<file path="config.mk">
export PLATFORM = sky130hd
export DESIGN_NAME = demand_paging_lru_translator
export DESIGN_NICKNAME = d
export VERILOG_FILES = /design/src/rtl/dplt_pkg.sv /design/src/rtl/dplt_core.sv /design/src/rtl/demand_paging_lru_translator.sv
export SDC_FILE = /design/constraint.sdc
export NUM_CORES = 2
export LEC_CHECK = 0
export ABC_AREA = 1
export BUFFER_PORTS_ARGS = -buffer_cell sky130_fd_sc_hd__buf_2
export CAP_MARGIN = 25
export CORE_MARGIN = 4
export CORE_UTILIZATION = 44
export CTS_CLUSTER_DIAMETER = 150
export DETAILED_ROUTE_END_ITERATION = 12
export PLACE_DENSITY = 0.66
export SYNTH_ARGS = -nofsm -noshare
export SYNTH_HDL_FRONTEND = slang
export SYNTH_SLANG_ARGS = --single-unit
</file>
<file path="constraint.sdc">
create_clock -name clk -period 19.4 [get_ports clk]
set_clock_uncertainty 0.05 [all_clocks]
set_input_delay 0.97 -clock clk [delete_from_list [all_inputs] [get_ports clk]]
set_output_delay 0.97 -clock clk [all_outputs]
set_load 0.1 [all_outputs]
</file>
<file path="src/rtl/dplt_pkg.sv">
// Shared types, constants and helpers for the demand paging LRU translator.
package dplt_pkg;

	localparam int ADDR_W          = 20;
	localparam int PA_W            = 16;
	localparam int CNT32_W         = 32;
	localparam int EVP_W           = 7;
	localparam int CFG_IDX_W       = 2;
	localparam int CFG_DATA_W      = 8;
	localparam int PAGES_CFG_W     = 8;
	localparam int FRAMES_CFG_W    = 5;
	localparam int DEF_MAX_PAGES   = 128;
	localparam int DEF_MAX_FRAMES  = 16;
	localparam int DEF_OFFSET_BITS = 12;
	localparam logic [PAGES_CFG_W-1:0]  PAGES_RST  = 8'd100;
	localparam logic [FRAMES_CFG_W-1:0] FRAMES_RST = 5'd10;

	typedef enum logic [CFG_IDX_W-1:0] {
		CFG_PAGES  = 2'd0,
		CFG_FRAMES = 2'd1
	} cfg_idx_t;

	typedef struct packed {
		logic [PAGES_CFG_W-1:0]  pages_in_use;
		logic [FRAMES_CFG_W-1:0] frames_in_use;
	} cfg_t;

	typedef struct packed {
		logic [ADDR_W-1:0] logical_address;
		logic              write_access;
	} req_t;

	typedef struct packed {
		logic               address_ok;
		logic [PA_W-1:0]    physical_address;
		logic               page_fault;
		logic               evicted;
		logic [EVP_W-1:0]   evicted_page;
		logic               wrote_back;
		logic [CNT32_W-1:0] fault_total;
		logic [CNT32_W-1:0] disk_io_total;
	} res_t;

	typedef enum logic [2:0] {
		ST_CLEAR,
		ST_IDLE,
		ST_LOOK,
		ST_SCAN,
		ST_EVWR,
		ST_LOAD
	} state_t;

	function automatic logic [CNT32_W-1:0] sat_inc(input logic [CNT32_W-1:0] v);
		sat_inc = (v == '1) ? v : v + 1'b1;
	endfunction

endpackage

</file>
<file path="src/rtl/dplt_core.sv">
// Translation engine: page table and frame table memories with the fault sequencer.
module dplt_core #(
	parameter int MAX_PAGES   = dplt_pkg::DEF_MAX_PAGES,
	parameter int MAX_FRAMES  = dplt_pkg::DEF_MAX_FRAMES,
	parameter int OFFSET_BITS = dplt_pkg::DEF_OFFSET_BITS
) (
	input  logic           clk,
	input  logic           arst_n,
	input  dplt_pkg::cfg_t cfg,
	input  logic           start,
	output logic           busy,
	input  dplt_pkg::req_t req,
	output logic           res_valid,
	output dplt_pkg::res_t res
);
	import dplt_pkg::*;

	localparam int PAGE_W  = (MAX_PAGES > 1) ? $clog2(MAX_PAGES) : 1;
	localparam int FRAME_W = (MAX_FRAMES > 1) ? $clog2(MAX_FRAMES) : 1;
	localparam int CNT_W   = $clog2(MAX_FRAMES + 1);
	localparam int PTE_W   = 2 + FRAME_W;
	localparam int FTE_W   = PAGE_W + CNT32_W;

	logic [PTE_W-1:0] page_mem  [MAX_PAGES];
	logic [FTE_W-1:0] frame_mem [MAX_FRAMES];

	state_t state_q, state_d;

	logic [PAGE_W-1:0]      pm_raddr, pm_waddr, clr_q;
	logic [PTE_W-1:0]       pm_wdata, pm_rdata_q;
	logic                   pm_we;
	logic [FRAME_W-1:0]     fm_raddr, fm_waddr;
	logic [FTE_W-1:0]       fm_wdata, fm_rdata_q;
	logic                   fm_we;
	logic [MAX_FRAMES-1:0]  occ_q;

	logic [PAGE_W-1:0]      page_q, vowner_q, vp_q;
	logic [OFFSET_BITS-1:0] off_q;
	logic                   wr_q;
	logic [FRAME_W-1:0]     frame_q, victim_q, ridx_s1;
	logic [CNT_W-1:0]       f_q, nf;
	logic                   rv_s1, have_v_q, ev_q, wb_q, done_q;
	logic [CNT32_W-1:0]     oldest_q, stamp_q, fault_q, disk_q;
	res_t                   res_q;

	logic [ADDR_W-1:0]      page_full;
	logic                   legal, accept, pm_res, pm_dirty, scan_free, scan_end;
	logic [FRAME_W-1:0]     pm_frame;
	logic [PAGE_W-1:0]      fm_owner;
	logic [CNT32_W-1:0]     fm_stamp, plim, nf32, stamp_hit, stamp_load;

	assign page_full = req.logical_address >> OFFSET_BITS;
	always_comb begin
		plim = (32'(cfg.pages_in_use) > 32'(MAX_PAGES)) ? 32'(MAX_PAGES)
			: 32'(cfg.pages_in_use);
		if (cfg.frames_in_use == '0)
			nf32 = 32'd1;
		else if (32'(cfg.frames_in_use) > 32'(MAX_FRAMES))
			nf32 = 32'(MAX_FRAMES);
		else
			nf32 = 32'(cfg.frames_in_use);
	end
	assign nf    = nf32[CNT_W-1:0];
	assign legal = 32'(page_full) < plim;
	assign busy  = (state_q != ST_IDLE);
	assign accept = start && !busy;

	assign {pm_res, pm_dirty, pm_frame} = pm_rdata_q;
	assign {fm_owner, fm_stamp}         = fm_rdata_q;
	assign stamp_hit  = sat_inc(stamp_q);
	assign stamp_load = sat_inc(sat_inc(stamp_q));
	assign scan_free  = (f_q < nf) && !occ_q[f_q[FRAME_W-1:0]];
	assign scan_end   = (f_q == nf) && !rv_s1;

	always_comb begin
		state_d = state_q;
		unique case (state_q)
			ST_CLEAR: if (clr_q == PAGE_W'(MAX_PAGES - 1)) state_d = ST_IDLE;
			ST_IDLE:  if (accept && legal) state_d = ST_LOOK;
			ST_LOOK:  state_d = pm_res ? ST_IDLE : ST_SCAN;
			ST_SCAN: begin
				if (scan_free) state_d = ST_LOAD;
				else if (scan_end) state_d = ST_EVWR;
			end
			ST_EVWR:  state_d = ST_LOAD;
			ST_LOAD:  state_d = ST_IDLE;
			default:  state_d = ST_IDLE;
		endcase
	end

	always_comb begin
		pm_raddr = page_full[PAGE_W-1:0];
		pm_we    = 1'b0;
		pm_waddr = page_q;
		pm_wdata = '0;
		fm_raddr = f_q[FRAME_W-1:0];
		fm_we    = 1'b0;
		fm_waddr = frame_q;
		fm_wdata = {page_q, stamp_load};
		unique case (state_q)
			ST_CLEAR: begin
				pm_we    = 1'b1;
				pm_waddr = clr_q;
			end
			ST_LOOK: begin
				if (pm_res) begin
					pm_we    = 1'b1;
					pm_wdata = {1'b1, pm_dirty | wr_q, pm_frame};
					fm_we    = 1'b1;
					fm_waddr = pm_frame;
					fm_wdata = {page_q, stamp_hit};
				end
			end
			ST_SCAN:  pm_raddr = vowner_q;
			ST_EVWR: begin
				pm_we    = 1'b1;
				pm_waddr = vp_q;
				pm_wdata = '0;
			end
			ST_LOAD: begin
				pm_we    = 1'b1;
				pm_wdata = {1'b1, wr_q, frame_q};
				fm_we    = 1'b1;
			end
			default: ;
		endcase
	end

	always_ff @(posedge clk) begin
		pm_rdata_q <= page_mem[pm_raddr];
		if (pm_we) page_mem[pm_waddr] <= pm_wdata;
		fm_rdata_q <= frame_mem[fm_raddr];
		if (fm_we) frame_mem[fm_waddr] <= fm_wdata;
	end

	always_ff @(posedge clk or negedge arst_n) begin
		if (!arst_n) begin
			state_q  <= ST_CLEAR;
			clr_q    <= '0;
			occ_q    <= '0;
			stamp_q  <= '0;
			fault_q  <= '0;
			disk_q   <= '0;
			done_q   <= 1'b0;
			rv_s1    <= 1'b0;
			have_v_q <= 1'b0;
			f_q      <= '0;
		end else begin
			state_q <= state_d;
			done_q  <= (state_q == ST_IDLE && accept && !legal)
				|| (state_q == ST_LOOK && pm_res) || (state_q == ST_LOAD);
			unique case (state_q)
				ST_CLEAR: clr_q <= clr_q + 1'b1;
				ST_IDLE: ;
				ST_LOOK: begin
					if (pm_res) begin
						stamp_q <= stamp_hit;
					end else begin
						fault_q  <= sat_inc(fault_q);
						disk_q   <= sat_inc(disk_q);
						f_q      <= '0;
						rv_s1    <= 1'b0;
						have_v_q <= 1'b0;
					end
				end
				ST_SCAN: begin
					if (!scan_free && f_q < nf) begin
						f_q   <= f_q + 1'b1;
						rv_s1 <= 1'b1;
					end else begin
						rv_s1 <= 1'b0;
					end
					if (rv_s1 && (!have_v_q || fm_stamp < oldest_q)) have_v_q <= 1'b1;
				end
				ST_EVWR: begin
					if (pm_dirty) disk_q <= sat_inc(disk_q);
				end
				ST_LOAD: begin
					occ_q[frame_q] <= 1'b1;
					stamp_q        <= stamp_load;
				end
				default: ;
			endcase
		end
	end

	always_ff @(posedge clk) begin
		ridx_s1 <= f_q[FRAME_W-1:0];
		if (accept) begin
			page_q <= page_full[PAGE_W-1:0];
			off_q  <= req.logical_address[OFFSET_BITS-1:0];
			wr_q   <= req.write_access;
		end
		if (state_q == ST_LOOK) begin
			ev_q <= 1'b0;
			wb_q <= 1'b0;
			vp_q <= '0;
		end
		if (state_q == ST_SCAN) begin
			if (scan_free) frame_q <= f_q[FRAME_W-1:0];
			if (rv_s1 && (!have_v_q || fm_stamp < oldest_q)) begin
				oldest_q <= fm_stamp;
				victim_q <= ridx_s1;
				vowner_q <= fm_owner;
			end
			if (scan_end) begin
				frame_q <= victim_q;
				vp_q    <= vowner_q;
				ev_q    <= 1'b1;
			end
		end
		if (state_q == ST_EVWR) wb_q <= pm_dirty;
		if (state_q == ST_IDLE && accept && !legal) begin
			res_q.address_ok       <= 1'b0;
			res_q.physical_address <= '0;
			res_q.page_fault       <= 1'b0;
			res_q.evicted          <= 1'b0;
			res_q.evicted_page     <= '0;
			res_q.wrote_back       <= 1'b0;
			res_q.fault_total      <= fault_q;
			res_q.disk_io_total    <= disk_q;
		end
		if (state_q == ST_LOOK && pm_res) begin
			res_q.address_ok       <= 1'b1;
			res_q.physical_address <= PA_W'((32'(pm_frame) << OFFSET_BITS) | 32'(off_q));
			res_q.page_fault       <= 1'b0;
			res_q.evicted          <= 1'b0;
			res_q.evicted_page     <= '0;
			res_q.wrote_back       <= 1'b0;
			res_q.fault_total      <= fault_q;
			res_q.disk_io_total    <= disk_q;
		end
		if (state_q == ST_LOAD) begin
			res_q.address_ok       <= 1'b1;
			res_q.physical_address <= PA_W'((32'(frame_q) << OFFSET_BITS) | 32'(off_q));
			res_q.page_fault       <= 1'b1;
			res_q.evicted          <= ev_q;
			res_q.evicted_page     <= EVP_W'(32'(vp_q));
			res_q.wrote_back       <= wb_q;
			res_q.fault_total      <= fault_q;
			res_q.disk_io_total    <= disk_q;
		end
	end

	assign res_valid = done_q;
	assign res       = res_q;

	a_accept_busy: assert property (@(posedge clk) disable iff (!arst_n)
		(accept && legal) |=> busy) else $error("Accepted transfer did not raise busy.");
	a_done_idle: assert property (@(posedge clk) disable iff (!arst_n)
		res_valid |-> !busy) else $error("Result strobe outside the idle state.");
	a_evict_fault: assert property (@(posedge clk) disable iff (!arst_n)
		(res_valid && !res.page_fault) |-> (!res.evicted && !res.wrote_back))
		else $error("Eviction reported without a fault.");
	a_err_zero: assert property (@(posedge clk) disable iff (!arst_n)
		(res_valid && !res.address_ok) |-> (res.physical_address == '0 && !res.page_fault))
		else $error("Error result carries translation data.");

endmodule

</file>
<file path="src/rtl/demand_paging_lru_translator.sv">
// Top level of the demand paging translator: configuration registers and the engine.
//
// Channel  Direction  Handshake               Payload
// access   in         start, busy             req (logical_address, write_access)
// result   out        res_valid strobe        res (translation, eviction, totals)
// config   in         cfg_valid, cfg_ready    cfg_index, cfg_data
//
// A hit strobes its result after the LOOK state; an illegal page in the next cycle.
// A fault scans the frame table one frame a cycle: the first free frame goes to LOAD;
// an eviction scans all nf frames, then EVWR and LOAD, with nf the effective frame count.
// After reset a clearing pass runs over every page table entry with busy high.
// Results are strobed for one cycle and cannot be stalled; configuration is always ready.
module demand_paging_lru_translator #(
	parameter int MAX_PAGES   = dplt_pkg::DEF_MAX_PAGES,
	parameter int MAX_FRAMES  = dplt_pkg::DEF_MAX_FRAMES,
	parameter int OFFSET_BITS = dplt_pkg::DEF_OFFSET_BITS
) (
	input  logic                                clk,
	input  logic                                arst_n,
	input  logic                                start,
	output logic                                busy,
	input  dplt_pkg::req_t                      req,
	output logic                                res_valid,
	output dplt_pkg::res_t                      res,
	input  logic                                cfg_valid,
	output logic                                cfg_ready,
	input  logic [dplt_pkg::CFG_IDX_W-1:0]      cfg_index,
	input  logic [dplt_pkg::CFG_DATA_W-1:0]     cfg_data
);
	import dplt_pkg::*;

	cfg_t cfg_q;

	assign cfg_ready = 1'b1;

	always_ff @(posedge clk or negedge arst_n) begin
		if (!arst_n) begin
			cfg_q.pages_in_use  <= PAGES_RST;
			cfg_q.frames_in_use <= FRAMES_RST;
		end else if (cfg_valid && cfg_ready) begin
			unique case (cfg_index)
				CFG_PAGES:  cfg_q.pages_in_use  <= cfg_data[PAGES_CFG_W-1:0];
				CFG_FRAMES: cfg_q.frames_in_use <= cfg_data[FRAMES_CFG_W-1:0];
				default: ;
			endcase
		end
	end

	dplt_core #(
		.MAX_PAGES  (MAX_PAGES),
		.MAX_FRAMES (MAX_FRAMES),
		.OFFSET_BITS(OFFSET_BITS)
	) u_core (
		.clk      (clk),
		.arst_n   (arst_n),
		.cfg      (cfg_q),
		.start    (start),
		.busy     (busy),
		.req      (req),
		.res_valid(res_valid),
		.res      (res)
	);

endmodule

</file>
==> metrics.txt <==
status completed; most repeated library cell on the critical path nor2_4; fraction of power consumed by sequential logic 50.1%; Most used DFF post-synth edfxtp_1; TritonCTS clock tree yes; Worst Max-Slew Pin Slew 1.12 ns; Syn-to-layout area delta 12.2%; largest net degree at the start of global routing 200; final number of max-transition violations 0; area inside the core boundary 0.165 mm²; Detail Placement HPWL 110,000 µm; routability congestion estimate from global placement 0.960; P_sw 0.00221 W; number of clock sinks seen by CTS 1,751; Multi-input gate area 0.0195 mm²; vias in the first global route 47,600; effective utilization at floorplan 44.3%; height of the die 415 µm; global-route wire length before repair 291,000 µm; critical path startpoint category flip-flop; clk buf depth 3; CTS hold repair buffers 0; DRT Wirelength 193,000 µm; CTS HTree Levels 4; row cnt 149; die outline width 415 µm; CTS Buf Count 180; IO buf count 127; gr ovfl total 0; final total negative setup slack 0 ns; Leak 31.1 nW; critical path data required time 19.78 ns; share of cells above drive strength 1 9.37%; final setup vio count 0; detailed-route DRC error count 0; synthesized area per cell 11.4 µm²; sequential-to-total area share from yosys stat 70.2%; post-layout minimum cycle time 4.80 ns; wire length per cell after detailed routing 21.8 µm; number of search-and-repair iterations in the first detailed-routing pass 8; fraction of registers with async set/reset 8.17%; proportion of total power due to net switching 25.6%; count of cell types in the netlist 54; data arrival time at the worst-slack endpoint 5.18 ns; final hold violations 0; via count 49,600; number of nets at the end of the flow 6,572; Worst path slowest cell o21ai_1; combined area of all synthesized cells 0.0730 mm²; fillcell total 14,400; worst min-delay path category input port to async pin; category of the worst setup path capture point flip-flop; max_cap viols 0; YS warnings 0; Clock Latency Late Sink 0.83 ns; RSZ-0062 raised after global routing no; area of all sequential standard cells 0.0513 mm²; largest stage delay on the critical path 0.61 ns; register bit total from synthesis 1,751; number of buffers inserted to repair setup after CTS 0; power after layout 0.00862 W; total internal power 0.00641 W; number of top-level pins 129; fraction of power consumed by combinational cells 10.2%; total routing usage reported by global routing 21.8%; clock root buffer clkbuf_16; Worst VDD drop 0.0926 mV; clock slew at the register clock pins of the worst setup and hold paths 0.06 ns; share of the cycle needed by the critical path after routing 24.7%; critical path type flip-flop to flip-flop; Die Footprint 0.173 mm²; Max-slew headroom 25.1%; count of mapped cells out of synthesis 6,429; share of power burned in the clock network 39.8%; Pwr per Cell Area 105 mW/mm²; number of antenna violations at the first check in global routing 2; Max Freq 208 MHz; EDFF count, synth 1,549; Post-DRT Antenna Nets 0; violation count after the first detailed-routing iteration 6,025; Post-Synthesis Net Count 6,513; critical-path maximum fanout 41; Resized Gates After CTS 0; DR vias/cell 5.62; CP cell instances ha_1 > inv_2 > nor2_4 > nand2_4 > nor2_4 > nand2_4 > xor2_2 > ha_1 > nand2_2 > inv_2 > nand2_2 > nor2_4 > nand3b_4 > nand3_2 > nand2_1 > o21ai_1
-- final timing paths --
check	startpoint	to	slack, ns	cells after the start
max in group asynchronous	arst_n	cfg_q[11]	17.93	3
min in group clk	req[11]	u_core.off_q[10]	0.29	1
worst min-delay path	arst_n	u_core.stamp_q[11]	0.13	1
worst min register to register	u_core.f_q[2]	u_core.ridx_s1[2]	0.33	0
worst max register to register	u_core.stamp_q[0]	u_core.frame_mem[10][12]	14.60	16
worst max-delay path	u_core.stamp_q[0]	u_core.frame_mem[10][12]	14.60	16
-- power groups by stage --
stage	registers, W	logic (W)	clock network (W)
6_report	0.00431	0.000876	0.00343
2_1_floorplan	0.00437	0.000554	0
4_1_cts	0.00431	0.000865	0.00347
3_5_place_dp	0.00439	0.000861	0
5_1_grt	0.00432	0.000960	0.00364
3_3_place_gp	0.00439	0.000845	0
-- layer usage --
metal | routed length [µm] | up-vias | global-route usage (%)
met4 | 6370 | 0 | 8.04
met3 | 15300 | 365 | 3.51
met5 | 0 | - | 0
met2 | 91600 | 2198 | 35.5
met1 | 79500 | 24300 | 29.6
li1 | - | 22700 | -
-- critical path, delay by kind of cell (launching register included) --
family / cells / cell delay [ns]
flip-flops: 1 / 0.52
adder cells (fa/ha/maj): 2 / 0.73
AO/OA/AOI/OAI: 1 / 0.61
buffers and inverters: 2 / 0.20
XOR/XNOR: 1 / 0.42
AND/OR/NAND/NOR: 10 / 1.87
-- area by class of cell --
| type | instances | share of cell area [%] |
|---|---|---|
| Multi-Input combinational cell | 4059 | 23.8 |
| Clock inverter | 94 | 1.20 |
| Tap cell | 2189 | 3.34 |
| Timing Repair Buffer | 209 | 1.71 |
| Sequential cell | 1751 | 62.6 |
| Inverter | 287 | 1.34 |
| Clock buffer | 239 | 5.99 |
| Antenna cell | 1 | 0.00305 |
-- logic make-up (layout without fill, tap and decap cells) --
| logic type | Yosys count | after routing | share of synthesized area (%) |
|---|---|---|---|
| fa+ha+maj | 49 | 49 | 0.839 |
| buf+inv | 619 | 829 | 3.42 |
| simple gates | 3138 | 3138 | 18.3 |
| compound gates | 800 | 800 | 6.34 |
| flops | 1751 | 1751 | 70.2 |
| other cells | 1 | 2 | 0.00513 |
| xor+xnor | 69 | 69 | 0.838 |
| mux | 2 | 2 | 0.0308 |
-- state kept, by name, indices dropped and copies added (netlist names), 13 cells and up --
| name | count |
|---|---|
| u_core.page_mem | 768 |
| cfg_q | 13 |
| u_core.fm_rdata_q | 39 |
| u_core.fault_q | 32 |
| u_core.disk_q | 32 |
| u_core.res | 91 |
| u_core.occ_q | 16 |
| u_core.oldest_q | 32 |
| u_core.frame_mem | 624 |
| u_core.stamp_q | 32 |
-- cells in the final DEF, fill, tap and decap left out, types with 21 or more instances in the layout --
cell,instances
edfxtp_1,1549
nand2_1,1439
nand3_1,784
nor2_1,719
o21ai_0,475
inv_1,255
clkbuf_16,182
dfrtp_1,135
buf_2,126
o22ai_1,101
buf_4,71
o221ai_1,64
dfxtp_1,59
xor2_1,55
ha_1,49
nor3_1,46
clkbuf_1,43
clkinv_1,37
a21oi_1,36
clkinv_2,30
o211ai_1,27
nor2_4,26
nand4_1,26
a21o_1,25
nand3_2,22
inv_2,21
-- Yosys cell counts (25+ instances only) --
master | instances | share of area (%)
xor2_1 | 55 | 0.66
dfxtp_1 | 59 | 1.6
a21o_1 | 25 | 0.26
o211ai_1 | 27 | 0.28
buf_1 | 25 | 0.13
nand4_1 | 26 | 0.22
inv_1 | 260 | 1.3
nor2_1 | 736 | 3.8
nand3_1 | 787 | 5.4
buf_2 | 84 | 0.58
nor3_1 | 51 | 0.35
edfxtp_1 | 1549 | 64
ha_1 | 49 | 0.84
o221ai_1 | 64 | 0.77
o21ai_0 | 479 | 3.3
nand2_1 | 1440 | 7.4
dfrtp_1 | 138 | 4.7
a21oi_1 | 36 | 0.25
o22ai_1 | 103 | 0.88
clkbuf_1 | 214 | 1.1
-- metrics by stage --
| stage | instances | area [µm²] | hold WS (ns) | worst slack [ns] | util, % |
|---|---|---|---|---|---|
| after floorplan | 6429 | 73000 | 0.322 | 11.30 | - |
| after global placement | 8485 | 75900 | 0.314 | 14.86 | 46.0 |
| after detailed placement | 8490 | 76000 | 0.324 | 14.65 | 46.1 |
| after CTS | 8823 | 81900 | 0.119 | 14.62 | 49.6 |
| after global routing | 8829 | 82000 | 0.167 | 14.35 | 49.7 |
| final | 8829 | 82000 | 0.133 | 14.60 | 49.7 |
Note: power is estimated with default switching activity, not from simulation.
